## config.mk

```make
export PLATFORM = sky130hd
export DESIGN_NAME = vario_tone_selector_unit
export DESIGN_NICKNAME = d
export VERILOG_FILES = /design/src/rtl/vts_pkg.sv /design/src/rtl/vario_tone_selector_unit.sv
export VERILOG_INCLUDE_DIRS = /design/src /design/src/rtl
export SDC_FILE = /design/constraint.sdc
export NUM_CORES = 1
export LEC_CHECK = 0
export BUFFER_PORTS_ARGS = -buffer_cell sky130_fd_sc_hd__buf_2
export CAP_MARGIN = 40
export CORE_MARGIN = 2
export CORE_UTILIZATION = 57
export DETAILED_ROUTE_END_ITERATION = 6
export PLACE_DENSITY = 0.77
export SLEW_MARGIN = 20
export SYNTH_ARGS = -nofsm -noshare
export SYNTH_HDL_FRONTEND = slang
export SYNTH_SLANG_ARGS = --single-unit
```

## constraint.sdc

```tcl
create_clock -name clk -period 4.85 [get_ports clk]
set_input_delay 0.7275 -clock clk [delete_from_list [all_inputs] [get_ports clk]]
set_output_delay 0.7275 -clock clk [all_outputs]
set_load 0.1 [all_outputs]
```

## src/rtl/vario_tone_selector_unit_macros.svh

```systemverilog
// Assertion macros shared by the vario tone selector RTL.
`ifndef VARIO_TONE_SELECTOR_UNIT_MACROS_SVH
`define VARIO_TONE_SELECTOR_UNIT_MACROS_SVH

// Same-cycle implication, held off while reset is asserted.
`define VTS_ASSERT_IMPLY(label, clk, rst_n, ante, cons) \
    label: assert property (@(posedge clk) disable iff (!rst_n) (ante) |-> (cons)) \
        else $error("vario tone selector: implication check failed");

// Next-cycle implication, held off while reset is asserted.
`define VTS_ASSERT_NEXT(label, clk, rst_n, ante, cons) \
    label: assert property (@(posedge clk) disable iff (!rst_n) (ante) |=> (cons)) \
        else $error("vario tone selector: next-cycle check failed");

`endif

```

## src/rtl/vts_pkg.sv

```systemverilog
// Types, codes and tone tables of the vario tone selector.
`timescale 1ns / 1ps

package vts_pkg;

    // Sequencer states.
    typedef enum logic [2:0] {
        ST_IDLE,
        ST_INDEX,
        ST_LOAD,
        ST_MUL,
        ST_DIV,
        ST_FIN,
        ST_DONE
    } vts_state_t;

    // Tone modes as they appear on the output.
    typedef enum logic [1:0] {
        TONE_SILENT = 2'd0,
        TONE_SINK   = 2'd1,
        TONE_CLIMB  = 2'd2
    } tone_mode_t;

    // Operations run one after another on the shared multiply/divide unit.
    typedef enum logic [2:0] {
        OP_FREQ,
        OP_PERIOD,
        OP_DUTY,
        OP_SCALE,
        OP_ON
    } vts_op_t;

    // Configuration register indexes.
    localparam logic [1:0] CFG_SINK  = 2'd0;
    localparam logic [1:0] CFG_CLIMB = 2'd1;
    localparam logic [1:0] CFG_HYST  = 2'd2;

    // Reset values of the configuration registers.
    localparam logic signed [11:0] SINK_RESET  = -12'sd300;
    localparam logic signed [11:0] CLIMB_RESET = 12'sd20;
    localparam logic [8:0]         HYST_RESET  = 9'd10;

    // Table size and the fixed factors of the period and on-time steps.
    localparam logic [3:0] TONE_COUNT = 4'd12;
    localparam logic [3:0] TONE_LAST  = 4'd11;
    localparam logic [9:0] SCALE_NUM  = 10'd3;
    localparam logic [9:0] SCALE_DEN  = 10'd5;
    localparam logic [9:0] PERCENT    = 10'd100;

    function automatic logic signed [11:0] tone_speed(input logic [3:0] k);
        logic signed [11:0] r;
        case (k)
            4'd0:    r = -12'sd1000;
            4'd1:    r = -12'sd300;
            4'd2:    r = -12'sd51;
            4'd3:    r = -12'sd50;
            4'd4:    r = 12'sd9;
            4'd5:    r = 12'sd10;
            4'd6:    r = 12'sd116;
            4'd7:    r = 12'sd267;
            4'd8:    r = 12'sd424;
            4'd9:    r = 12'sd600;
            4'd10:   r = 12'sd800;
            4'd11:   r = 12'sd1000;
            default: r = 12'sd0;
        endcase
        return r;
    endfunction

    function automatic logic signed [11:0] tone_freq(input logic [3:0] k);
        logic signed [11:0] r;
        case (k)
            4'd0:    r = 12'sd200;
            4'd1:    r = 12'sd280;
            4'd2:    r = 12'sd300;
            4'd3:    r = 12'sd200;
            4'd4:    r = 12'sd400;
            4'd5:    r = 12'sd400;
            4'd6:    r = 12'sd550;
            4'd7:    r = 12'sd763;
            4'd8:    r = 12'sd985;
            4'd9:    r = 12'sd1234;
            4'd10:   r = 12'sd1517;
            4'd11:   r = 12'sd1800;
            default: r = 12'sd0;
        endcase
        return r;
    endfunction

    function automatic logic signed [11:0] tone_period(input logic [3:0] k);
        logic signed [11:0] r;
        case (k)
            4'd0:    r = 12'sd100;
            4'd1:    r = 12'sd100;
            4'd2:    r = 12'sd500;
            4'd3:    r = 12'sd800;
            4'd4:    r = 12'sd600;
            4'd5:    r = 12'sd600;
            4'd6:    r = 12'sd552;
            4'd7:    r = 12'sd483;
            4'd8:    r = 12'sd412;
            4'd9:    r = 12'sd322;
            4'd10:   r = 12'sd241;
            4'd11:   r = 12'sd150;
            default: r = 12'sd0;
        endcase
        return r;
    endfunction

    function automatic logic signed [11:0] tone_duty(input logic [3:0] k);
        logic signed [11:0] r;
        case (k)
            4'd0:    r = 12'sd100;
            4'd1:    r = 12'sd100;
            4'd2:    r = 12'sd100;
            4'd3:    r = 12'sd5;
            4'd4:    r = 12'sd10;
            4'd5:    r = 12'sd50;
            4'd6:    r = 12'sd52;
            4'd7:    r = 12'sd55;
            4'd8:    r = 12'sd58;
            4'd9:    r = 12'sd62;
            4'd10:   r = 12'sd66;
            4'd11:   r = 12'sd70;
            default: r = 12'sd0;
        endcase
        return r;
    endfunction

    // Picks the table that an interpolation operation works on.
    function automatic logic signed [11:0] tone_value(input vts_op_t op, input logic [3:0] k);
        logic signed [11:0] r;
        case (op)
            OP_FREQ:   r = tone_freq(k);
            OP_PERIOD: r = tone_period(k);
            OP_DUTY:   r = tone_duty(k);
            default:   r = 12'sd0;
        endcase
        return r;
    endfunction

endpackage

```

## src/rtl/vario_tone_selector_unit.sv

```systemverilog
// Vario tone selector: hysteresis mode tracking and bit-serial tone interpolation.
//
// Usage: one vertical speed sample (speed_cms, signed cm/s) enters as a beat on the
// speed channel (speed_valid/speed_ready); one tone beat leaves on the tone channel
// (tone_valid/tone_ready) carrying tone_mode, freq_hz, period_ms and on_ms.
// Thresholds and hysteresis are written through cfg_we/cfg_index/cfg_data; the user
// must write them only while the block is idle (not enforced); index 3 writes are ignored.
//
// Timing: a sample that leaves the block silent goes straight to the final step, and the
// next sample is taken once its tone beat is in the output register. A sinking or climbing
// sample runs five operations (frequency, period and duty interpolation, then the 3/5
// period scale and the on-time percentage) through one shared shift-and-add multiplier
// and restoring divider, each as a load step, a multiply step per multiplier bit, a
// quotient step per quotient bit and a finish step. No new sample is taken until that
// sample's tone beat is loaded, so the shared unit sets the throughput.
//
// Reset: rst_n is asynchronous and active low. It restores the default thresholds
// (-300, 20) and hysteresis (10), sets the mode to silent and empties the output.
// Stall: the finished beat waits in an output register while the next sample is taken
// and worked on; the block then holds in its final step until the register is free.
`timescale 1ns / 1ps
`include "vario_tone_selector_unit_macros.svh"

module vario_tone_selector_unit
    import vts_pkg::*;
(
    input  logic               clk,
    input  logic               rst_n,
    input  logic               cfg_we,
    input  logic [1:0]         cfg_index,
    input  logic [11:0]        cfg_data,
    input  logic               speed_valid,
    output logic               speed_ready,
    input  logic signed [15:0] speed_cms,
    output logic               tone_valid,
    input  logic               tone_ready,
    output logic [1:0]         tone_mode,
    output logic [10:0]        freq_hz,
    output logic [8:0]         period_ms,
    output logic [8:0]         on_ms
);

    // Bits handled by the multiplier operand and by the quotient.
    localparam int OpW   = 10;
    localparam int ProdW = 2 * OpW;
    localparam logic [3:0] BitLast = 4'(OpW - 1);

    // Control state.
    vts_state_t        state_reg, state_next;
    tone_mode_t        mode_reg, mode_next;
    vts_op_t           op_reg, op_next;
    logic [3:0]        cnt_reg, cnt_next;
    logic signed [11:0] sink_reg, sink_next;
    logic signed [11:0] climb_reg, climb_next;
    logic [8:0]        hyst_reg, hyst_next;
    logic              out_valid_reg, out_valid_next;

    // Datapath state.
    logic signed [15:0] v_reg, v_next;
    logic [3:0]        idx_reg, idx_next;
    logic [ProdW-1:0]  mcand_reg, mcand_next;
    logic [OpW-1:0]    mplier_reg, mplier_next;
    logic [ProdW-1:0]  acc_reg, acc_next;
    logic [OpW-1:0]    div_reg, div_next;
    logic [OpW-1:0]    rem_reg, rem_next;
    logic [OpW-1:0]    quo_reg, quo_next;
    logic              neg_reg, neg_next;
    logic [10:0]       base_reg, base_next;
    logic [10:0]       freq_reg, freq_next;
    logic [9:0]        per_reg, per_next;
    logic [8:0]        duty_reg, duty_next;
    tone_mode_t        out_mode_reg, out_mode_next;
    logic [10:0]       out_freq_reg, out_freq_next;
    logic [8:0]        out_per_reg, out_per_next;
    logic [8:0]        out_on_reg, out_on_next;

    // Sequencer outputs.
    logic              take_speed;
    logic              out_load;

    // Mode update on the incoming sample.
    logic signed [17:0] v_ext, sink_ext, climb_ext, hyst_ext;
    logic              le_sink, ge_climb, change;
    tone_mode_t        mode_cand, mode_upd;

    always_comb
    begin
        v_ext     = {{2{speed_cms[15]}}, speed_cms};
        sink_ext  = {{6{sink_reg[11]}}, sink_reg};
        climb_ext = {{6{climb_reg[11]}}, climb_reg};
        hyst_ext  = {9'd0, hyst_reg};
        le_sink   = (v_ext <= sink_ext);
        ge_climb  = (v_ext >= climb_ext);
        case (mode_reg)
            TONE_SINK:  change = (v_ext > (sink_ext + hyst_ext));
            TONE_CLIMB: change = (v_ext < (climb_ext - hyst_ext));
            default:    change = le_sink || ge_climb;
        endcase
        if (le_sink)
            mode_cand = TONE_SINK;
        else if (ge_climb)
            mode_cand = TONE_CLIMB;
        else
            mode_cand = TONE_SILENT;
        mode_upd = change ? mode_cand : mode_reg;
    end

    // Next state of the sequencer.
    always_comb
    begin
        state_next = state_reg;
        case (state_reg)
            ST_IDLE:
            begin
                if (speed_valid)
                    state_next = (mode_upd == TONE_SINK || mode_upd == TONE_CLIMB)
                                 ? ST_INDEX : ST_DONE;
            end
            ST_INDEX: state_next = ST_LOAD;
            ST_LOAD:  state_next = ST_MUL;
            ST_MUL:
            begin
                if (cnt_reg == BitLast)
                    state_next = ST_DIV;
            end
            ST_DIV:
            begin
                if (cnt_reg == BitLast)
                    state_next = ST_FIN;
            end
            ST_FIN:   state_next = (op_reg == OP_ON) ? ST_DONE : ST_LOAD;
            ST_DONE:
            begin
                if (!out_valid_reg || tone_ready)
                    state_next = ST_IDLE;
            end
            default:  state_next = ST_IDLE;
        endcase
    end

    // Sequencer outputs.
    always_comb
    begin
        speed_ready = 1'b0;
        out_load    = 1'b0;
        case (state_reg)
            ST_IDLE: speed_ready = 1'b1;
            ST_DONE: out_load    = !out_valid_reg || tone_ready;
            default:
            begin
                speed_ready = 1'b0;
                out_load    = 1'b0;
            end
        endcase
        take_speed = speed_ready && speed_valid;
    end

    // Operand selection for the next operation.
    logic              clamp;
    logic [3:0]        k_lo, k_clamp, idx_find;
    logic signed [11:0] t_hi, t_lo;
    logic signed [12:0] dy, dy_abs, ds;
    logic signed [16:0] dx;

    always_comb
    begin
        clamp   = (idx_reg == 4'd0) || (idx_reg == TONE_COUNT);
        k_lo    = idx_reg - 4'd1;
        k_clamp = (idx_reg == TONE_COUNT) ? TONE_LAST : idx_reg;
        t_hi    = tone_value(op_reg, idx_reg);
        t_lo    = tone_value(op_reg, clamp ? k_clamp : k_lo);
        dy      = 13'(t_hi) - 13'(t_lo);
        dy_abs  = dy[12] ? -dy : dy;
        ds      = 13'(tone_speed(idx_reg)) - 13'(tone_speed(k_lo));
        dx      = 17'(v_reg) - 17'(tone_speed(k_lo));
    end

    // First table entry at or above the sample; 12 when above the table.
    always_comb
    begin
        idx_find = TONE_COUNT;
        for (int k = int'(TONE_LAST); k >= 0; k--)
        begin
            if (v_reg <= 16'(tone_speed(4'(k))))
                idx_find = 4'(k);
        end
    end

    // Serial multiply, divide and finish arithmetic.
    logic [ProdW-1:0]  acc_sum;
    logic [OpW:0]      trial;
    logic              trial_ge;
    logic signed [11:0] q_pos, q_sgn, res;

    always_comb
    begin
        acc_sum  = acc_reg + (mplier_reg[0] ? mcand_reg : '0);
        trial    = {rem_reg, quo_reg[OpW-1]};
        trial_ge = (trial >= {1'b0, div_reg});
        q_pos    = 12'(quo_reg);
        // Floor of a negative quotient: -q when exact, otherwise -q - 1 (which is ~q).
        q_sgn    = neg_reg ? (~q_pos + 12'(rem_reg == '0)) : q_pos;
        res      = q_sgn + 12'(base_reg);
    end

    // Next values of all registers.
    always_comb
    begin
        mode_next      = mode_reg;
        op_next        = op_reg;
        cnt_next       = cnt_reg;
        sink_next      = sink_reg;
        climb_next     = climb_reg;
        hyst_next      = hyst_reg;
        out_valid_next = out_valid_reg;
        v_next         = v_reg;
        idx_next       = idx_reg;
        mcand_next     = mcand_reg;
        mplier_next    = mplier_reg;
        acc_next       = acc_reg;
        div_next       = div_reg;
        rem_next       = rem_reg;
        quo_next       = quo_reg;
        neg_next       = neg_reg;
        base_next      = base_reg;
        freq_next      = freq_reg;
        per_next       = per_reg;
        duty_next      = duty_reg;
        out_mode_next  = out_mode_reg;
        out_freq_next  = out_freq_reg;
        out_per_next   = out_per_reg;
        out_on_next    = out_on_reg;

        if (cfg_we)
        begin
            case (cfg_index)
                CFG_SINK:  sink_next  = cfg_data;
                CFG_CLIMB: climb_next = cfg_data;
                CFG_HYST:  hyst_next  = cfg_data[8:0];
                default:   sink_next  = sink_reg;
            endcase
        end

        if (tone_valid && tone_ready)
            out_valid_next = 1'b0;

        case (state_reg)
            ST_IDLE:
            begin
                if (take_speed)
                begin
                    v_next    = speed_cms;
                    mode_next = mode_upd;
                    op_next   = OP_FREQ;
                    freq_next = '0;
                    per_next  = '0;
                    duty_next = '0;
                end
            end
            ST_INDEX:
            begin
                idx_next = idx_find;
            end
            ST_LOAD:
            begin
                cnt_next = '0;
                acc_next = '0;
                case (op_reg)
                    OP_SCALE:
                    begin
                        mcand_next  = ProdW'(per_reg);
                        mplier_next = SCALE_NUM;
                        div_next    = SCALE_DEN;
                        neg_next    = 1'b0;
                        base_next   = '0;
                    end
                    OP_ON:
                    begin
                        mcand_next  = ProdW'(per_reg);
                        mplier_next = OpW'(duty_reg);
                        div_next    = PERCENT;
                        neg_next    = 1'b0;
                        base_next   = '0;
                    end
                    default:
                    begin
                        if (clamp)
                        begin
                            // Outside the table: take the end entry unchanged.
                            mcand_next  = '0;
                            mplier_next = '0;
                            div_next    = OpW'(1);
                            neg_next    = 1'b0;
                        end
                        else
                        begin
                            mcand_next  = ProdW'(dy_abs[OpW-1:0]);
                            mplier_next = dx[OpW-1:0];
                            div_next    = ds[OpW-1:0];
                            neg_next    = dy[12];
                        end
                        base_next = t_lo[10:0];
                    end
                endcase
            end
            ST_MUL:
            begin
                acc_next    = acc_sum;
                mcand_next  = {mcand_reg[ProdW-2:0], 1'b0};
                mplier_next = {1'b0, mplier_reg[OpW-1:1]};
                cnt_next    = cnt_reg + 4'd1;
                if (cnt_reg == BitLast)
                begin
                    cnt_next = '0;
                    // The quotient fits in OpW bits, so the upper half is below the divisor.
                    rem_next = acc_sum[ProdW-1:OpW];
                    quo_next = acc_sum[OpW-1:0];
                end
            end
            ST_DIV:
            begin
                rem_next = trial_ge ? OpW'(trial - {1'b0, div_reg}) : trial[OpW-1:0];
                quo_next = {quo_reg[OpW-2:0], trial_ge};
                cnt_next = cnt_reg + 4'd1;
            end
            ST_FIN:
            begin
                case (op_reg)
                    OP_FREQ:   freq_next = res[10:0];
                    OP_PERIOD: per_next  = res[9:0];
                    OP_DUTY:   duty_next = res[8:0];
                    OP_SCALE:  per_next  = res[9:0];
                    default:   duty_next = res[8:0];
                endcase
                if (op_reg != OP_ON)
                    op_next = vts_op_t'(op_reg + 3'd1);
            end
            ST_DONE:
            begin
                if (out_load)
                begin
                    out_valid_next = 1'b1;
                    out_mode_next  = mode_reg;
                    out_freq_next  = freq_reg;
                    // Equal period and on-time mean a continuous tone.
                    if (per_reg == 10'(duty_reg))
                    begin
                        out_per_next = '0;
                        out_on_next  = '0;
                    end
                    else
                    begin
                        out_per_next = per_reg[8:0];
                        out_on_next  = duty_reg;
                    end
                end
            end
            default:
            begin
                cnt_next = '0;
            end
        endcase
    end

    // Control registers.
    always_ff @(posedge clk or negedge rst_n)
    begin
        if (!rst_n)
        begin
            state_reg     <= ST_IDLE;
            mode_reg      <= TONE_SILENT;
            op_reg        <= OP_FREQ;
            cnt_reg       <= '0;
            sink_reg      <= SINK_RESET;
            climb_reg     <= CLIMB_RESET;
            hyst_reg      <= HYST_RESET;
            out_valid_reg <= 1'b0;
        end
        else
        begin
            state_reg     <= state_next;
            mode_reg      <= mode_next;
            op_reg        <= op_next;
            cnt_reg       <= cnt_next;
            sink_reg      <= sink_next;
            climb_reg     <= climb_next;
            hyst_reg      <= hyst_next;
            out_valid_reg <= out_valid_next;
        end
    end

    // Payload registers.
    always_ff @(posedge clk)
    begin
        v_reg        <= v_next;
        idx_reg      <= idx_next;
        mcand_reg    <= mcand_next;
        mplier_reg   <= mplier_next;
        acc_reg      <= acc_next;
        div_reg      <= div_next;
        rem_reg      <= rem_next;
        quo_reg      <= quo_next;
        neg_reg      <= neg_next;
        base_reg     <= base_next;
        freq_reg     <= freq_next;
        per_reg      <= per_next;
        duty_reg     <= duty_next;
        out_mode_reg <= out_mode_next;
        out_freq_reg <= out_freq_next;
        out_per_reg  <= out_per_next;
        out_on_reg   <= out_on_next;
    end

    assign tone_valid = out_valid_reg;
    assign tone_mode  = out_mode_reg;
    assign freq_hz    = out_freq_reg;
    assign period_ms  = out_per_reg;
    assign on_ms      = out_on_reg;

    // A silent beat carries no tone.
    `VTS_ASSERT_IMPLY(a_silent_mute, clk, rst_n,
        tone_valid && (tone_mode == TONE_SILENT),
        (freq_hz == 11'd0) && (period_ms == 9'd0) && (on_ms == 9'd0))
    // Once a sample is taken the block is busy with it.
    `VTS_ASSERT_NEXT(a_busy_after_take, clk, rst_n, speed_valid && speed_ready, !speed_ready)
    // The partial remainder always stays below the divisor.
    `VTS_ASSERT_IMPLY(a_rem_below_div, clk, rst_n, state_reg == ST_DIV, rem_reg < div_reg)
    // Equal period and on-time never leave the block; they collapse to zero.
    `VTS_ASSERT_IMPLY(a_continuous_zero, clk, rst_n, tone_valid,
        (period_ms != on_ms) || (period_ms == 9'd0))

endmodule
```

# Yosys cells after proc, flatten, opt, wreduce, memory -nomap -nowiden
# Memory sizes are Yosys's and may differ from the RTL's.
# Index checks and enable logic that the tools add are counted.
[totals]
wordCells = 193
latch_bits = 0
in_bits = 35
mem_bits_ro = 1472
n_memories = 9
ramBits = 0
ff_bits = 219
[memory_table]
columns = ["memory", "depth", "width", "rd", "rd_clocked_by_memory_dff", "wr", "line_no", "text"]
rows = [
  ["(no name shown)", 16, 12, 1, 0, 0, "vts_pkg.sv:52", "case (k)"],
  ["(no name shown)", 16, 12, 1, 0, 0, "vts_pkg.sv:52", ""],
  ["(no name shown)", 16, 12, 1, 0, 0, "vts_pkg.sv:52", ""],
  ["(no name shown)", 16, 11, 1, 0, 0, "vts_pkg.sv:72", "case (k)"],
  ["(no name shown)", 16, 11, 1, 0, 0, "vts_pkg.sv:72", ""],
  ["(no name shown)", 16, 10, 1, 0, 0, "vts_pkg.sv:92", "case (k)"],
  ["+3 memories", "--", "--", "--", "--", "--", "--", ""],
]
[op_classes]
n_mux = 62
magnitude_cmp = 17
n_eq_ne = 29
n_bitwise = 1
multipliers = 0
reduce_logical = 34
add_sub_neg = 13
shifts = 0
div_mod_pow = 0
[op_table]
columns = ["cell", "n"]
rows = [
  ["$pmux W10 S2", 6],
  ["$mux W10", 10],
  ["$pmux W20 S2", 2],
  ["$pmux W12 S3", 2],
  ["$le A16 B11 Y1 const B", 4],
  ["$le A16 B10 Y1 const B", 3],
  ["$mux W3", 13],
  ["$mux W11", 3],
  ["$le A16 B5 Y1 const B", 2],
  ["$le A16 B7 Y1 const B", 2],
  ["$sub A10 B10 Y10", 3],
  ["$mux W4", 6],
  ["$pmux W11 S2", 1],
  ["$pmux W3 S7", 1],
  ["$add A20 B20 Y20", 1],
  ["$mux W20", 1],
  ["$mux W9", 2],
  ["$pmux W9 S2", 1],
  ["$ge A16 B12 Y1", 1],
  ["$gt A16 B13 Y1", 1],
  ["$le A16 B12 Y1", 1],
  ["$le A16 B8 Y1 const B", 1],
  ["$lt A16 B13 Y1", 1],
  ["$ne A2 B2 Y1 const B", 8],
  ["40 further kinds", 80],
]

# Depth between registers and ports, before layout
[depth]
word_depth = 12
mapped_depth = 23
mapped_depth_nobuf = 23

# Least setup slack after synthesis
# Ideal clock, no wire load.
[synth_path]
kind = "register to register"
start = "reg idx_reg[1]"
end = "reg mcand_reg[6] (data pin)"
slack_ns = -0.018
period_less_slack_ns = 4.868
t_required_ns = 4.588
arrival_ns = 4.606
setup_ns = 0.262
path_stages_with_launch = 23
cell_sequence = "edfxtp_1 buf_2 inv_1 ha_1 clkbuf_1 nand2_1 o21ai_1 a22oi_1 ha_1 a21oi_1 nor3_1 a311oi_1 inv_1 fa_1 nand2b_1 a21oi_1 o21ai_1 a211o_1 a21oi_1 a41oi_1 xnor2_1 a221oi_1 nor2_1"
[synth_between]
elab_chain_cells = 11
elab_cells_between_ends = 20
cone_classes = "add/sub: 3; eq/ne: 1; mux: 8; reduce/logical: 2; memory: 6"
[synth_rtl]
columns = ["item", "line_no", "text"]
rows = [
  ["from (decl)", "vario_tone_selector_unit.sv:60", "logic [3:0] idx_reg, idx_next;"],
  ["from (signal assigned)", "vario_tone_selector_unit.sv:396", "idx_reg <= idx_next;"],
  ["branches (longest 2 deep; another with $sub A4 B1 Y4)", "--", ""],
  ["$mux W4 (*)", "vario_tone_selector_unit.sv:171", "t_lo = tone_value(op_reg, clamp ? k_clamp : k_lo);"],
  ["$mem_v2 Z16 W7, or another cell as far along", "--", ""],
  ["$pmux W12 S3 (*)", "vts_pkg.sv:133", "case (op)"],
  ["net t_lo[1]", "vario_tone_selector_unit.sv:161", "logic signed [11:0] t_hi, t_lo;"],
  ["$sub A12 B12 Y13 (*)", "vario_tone_selector_unit.sv:172", "dy = 13'(t_hi) - 13'(t_lo);"],
  ["$neg A10 Y10", "vario_tone_selector_unit.sv:173", "dy_abs = dy[12] ? -dy : dy;"],
  ["$mux W10 (*)", "vario_tone_selector_unit.sv:173", ""],
  ["$mux W10 (*)", "vario_tone_selector_unit.sv:287", "if (clamp)"],
  ["$mux W10 (*)", "vario_tone_selector_unit.sv:268", "case (op_reg)"],
  ["$pmux W20 S2 (*)", "vario_tone_selector_unit.sv:247", "case (state_reg)"],
  ["net mcand_next[6]", "vario_tone_selector_unit.sv:61", "logic [ProdW-1:0] mcand_reg, mcand_next;"],
  ["to (signal assigned)", "vario_tone_selector_unit.sv:397", "mcand_reg <= mcand_next;"],
  ["to (decl)", "vario_tone_selector_unit.sv:61", ""],
]
# Mark *: on every way through the listed nets, which the timed path passes.
# A chain may end at the register's enable or synchronous reset.

# Worst setup path in the final report
[layout_path]
start = "reg idx_reg[0]"
end = "reg mcand_reg[3] (data pin)"
# The elaborated chain is that of the path after synthesis.

==> results.md <==
* Run status: finished clean
* CP Capture Type: register
* Slowest CP cell: fa_1
* Largest family of logic cells by synthesized area: compound AO/OA/AOI/OAI gates
* Layout fillers at 2,257
* Die width at 173 um
* Sequential power share at 0.270
* Layout Cells excl Fill at 2,197
* # nets final at 2,015
* Psw at 4.79 mW
* Slew Limit Headroom at 0.441
* Initial core utilization at 0.582
* PostCTS Resize Cnt at 0
* Dpl cells at 2,149
* Final Instance Area at 18,200 um^2
* Area of the core at 27,900 um^2
* Die area at 29,900 um^2
* Setup Skew at 25.4 ps
* Initial antenna violation count at 0
* Post-synthesis sequential area ratio at 0.391
* CTS tree: yes
* GRT Overall Usage at 0.265
* Pint at 6.39 mW
* Max Root-Sink Buffers at 3
* Cell area power density at 616 nW/um^2
* Complex-gate fraction of the synthesized area at 0.176
* Sw frac at 0.429
* Worst setup startpoint: idx_reg[0]$_SDFFCE_PP0P_
* Crit Path Max Fanout at 14
* Worst-Margin Slew at 838 ps
* # Max-Cap Violations at 0
* Antenna Nets Post-Route at 0
* Commonest non-fill, non-tap cell in the layout: edfxtp_1
* Most frequent CP cell: ha_1
* Fin. Hold Viols at 0
* Pwr Total at 11.2 mW
* H-tree levels at 1
* Drt pass-1 iters at 6
* Post-Synthesis Cells at 1,719
* Die H at 173 um
* Pin count of the biggest net entering global routing at 39
* Clk slew on worst S/H paths at 70 ps
* FF+latch count, synth at 219
* Fin Hold WS at 183 ps
* Area grow syn2layout at 11.6%
* Multiplexer share of the synthesized area at 0.0325
* WP data arrival at 4910 ps
* Vias in the first global route at 12,800
* FP Rows at 61
* Synthesized cell area at 16,300 um^2
* Ys Warns at 0
* Clock power frac at 0.162
* CTS Hold Bufs at 0
* Min cycle time layout at 4620 ps
* Fraction of registers with async set/reset at 0.210
* Critical path, cell by cell: inv_2 -> ha_1 -> inv_1 -> ha_1 -> buf_4 -> nor3_1 -> a31oi_1 -> nor3_1 -> a311o_1 -> ha_1 -> fa_1 -> nand2b_1 -> a21oi_2 -> o21ai_1 -> a211o_1 -> a21oi_4 -> nor2_1 -> xnor2_1 -> a221oi_1 -> nor2_1
* Drt drc at 0
* Comb pwr share at 0.568
* Routed len/inst at 18.4 um
* Post-Syn Nets at 1,934
* Crit path launch type: register
* Dpl ws at 39.5 ps
* Diodes inserted at 0
* Share of cells above drive strength 1 at 0.128
* Final setup violation count at 0
* CTS root buf: clkbuf_16
* Number of DRC markers in iteration 0 at 1,175
* Port bufs at 67
* Post-Synth Simple-Gate Area at 0.165
* Via density per instance at 6.06
* Clock Latency Late Sink at 550 ps
* VDD IR max at 0.000419 V
* Most frequent cells in the layout: 173 x edfxtp_1, 170 x ha_1, 169 x nor2_1
* Inserted Clock Buffers at 25
* DP Area at 17,300 um^2
* DRT Wirelength at 40.5 mm
* Worst Hold Class: in -> async
* Grt total ovfl at 0
* Max-slew violation count at 0
* Total number of vias at 13,300
* Final setup margin at 232 ps
* Placer Congestion at 0.942
* First-pass GRT wire length at 65.2 mm
* Setup CP Type: reg -> reg
* CP max stage delay at 410 ps
* Postcts setup bufs at 0
* Synth Area in XOR/XNOR at 0.0539
* Clock sinks at 219
* Avg Cell Area, Syn at 9.46 um^2
* Hpwl dp at 31.2 mm
* Post-Synth Adder-Cell Area at 0.142
* Fin crit share at 0.952
* EDFF count, synth at 173
* Reg2reg start: idx_reg[0]$_SDFFCE_PP0P_
* FMAX at 217 MHz
* Main synth FF type: edfxtp_1
* Io pins at 68
* Critical Path RT at 5140 ps
* Pleak at 7.57 nW
* Post-synthesis cell type count at 79
==> critical path, delay by kind of cell (launching register included) <==
family                     cells  cell delay [ps]
xor gates and xnor gates       1              150
adders and majority gates      4             1210
AOI/OAI and AO/OA              7             1680
buffers and inverters          3              440
DFF                            1              400
and+or+nand+nor                5              500
==> layout make-up <==
class,count,area (um^2),area share
Clock buffer,31,689,0.0380
Clock inverter,15,104,0.00572
Inverter,104,390,0.0215
Multi-Input combinational cell,1330,9350,0.515
Sequential cell,219,6360,0.350
Tap cell,378,473,0.0261
Timing Repair Buffer,120,782,0.0431
==> synth_stat cells, types with 15 or more instances <==
master	n	share of area
mux2i_1	19	0.012
ha_1	172	0.13
nand2_1	129	0.030
o21a_1	16	0.0074
dfrtp_1	35	0.054
inv_1	102	0.024
edfxtp_1	173	0.32
o21ai_1	34	0.010
and2_1	47	0.018
nor3_1	35	0.011
a21oi_1	132	0.041
xor2_1	32	0.017
o21bai_1	20	0.0092
a221oi_1	16	0.0086
a21o_1	40	0.018
nand2b_1	19	0.0073
a31oi_1	15	0.0058
nor2b_1	28	0.011
and3_1	28	0.011
nand3_1	32	0.0098
xnor2_1	68	0.037
mux2_2	29	0.020
nand4_1	21	0.0081
o21ai_0	77	0.024
nor2_1	170	0.039
clkbuf_1	58	0.013
==> layer usage <==
| metal | routed length [um] | part of all wire | track usage | up-vias |
|---|---|---|---|---|
| met5 | 0 | 0 | 0 | - |
| met4 | 1540 | 0.038 | 0.0936 | 0 |
| met3 | 2990 | 0.074 | 0.0387 | 98 |
| met2 | 19400 | 0.48 | 0.454 | 494 |
| met1 | 16500 | 0.41 | 0.344 | 6290 |
| li1 | - | - | - | 6434 |
==> worst paths after layout <==
check | endpoint | slack, ps | cells after the start
max | mcand_reg[3]$_DFFE_PP_ | 230 | 20
max in group asynchronous | hyst_reg[1]$_DFFE_PN1P_ | 4040 | 2
min in group clk | v_reg[0]$_DFFE_PP_ | 420 | 1
min | op_reg[0]$_DFFE_PN0P_ | 180 | 1
max reg2reg | mcand_reg[3]$_DFFE_PP_ | 230 | 20
min reg2reg | freq_hz[8]$_DFFE_PP_ | 420 | 0
==> stage by stage <==
stage | util | TNS [ps]
after floorplan | - | 0
after global placement | 0.616 | 0
after detailed placement | 0.618 | 0
after CTS | 0.647 | 0
after global routing | 0.650 | -13.6
final | 0.650 | 0
==> power groups by stage <==
stage               clock (mW)  combinational, mW  sequential, mW
finish                    1.81               6.35            3.02
global route              1.89               7.04            3.07
CTS                       1.83               6.20            3.02
detailed placement           0               6.16            3.05
global placement             0               5.97            3.03
floorplan                    0               4.70            2.92
==> kinds of logic after synthesis <==
logic type / count (synthesis)
compound gates: 445
xor+xnor: 100
fa+ha+maj: 180
mux: 49
flops: 219
simple gates: 556
buf+inv: 170
No activity file was read; power rests on OpenSTA's default activity.
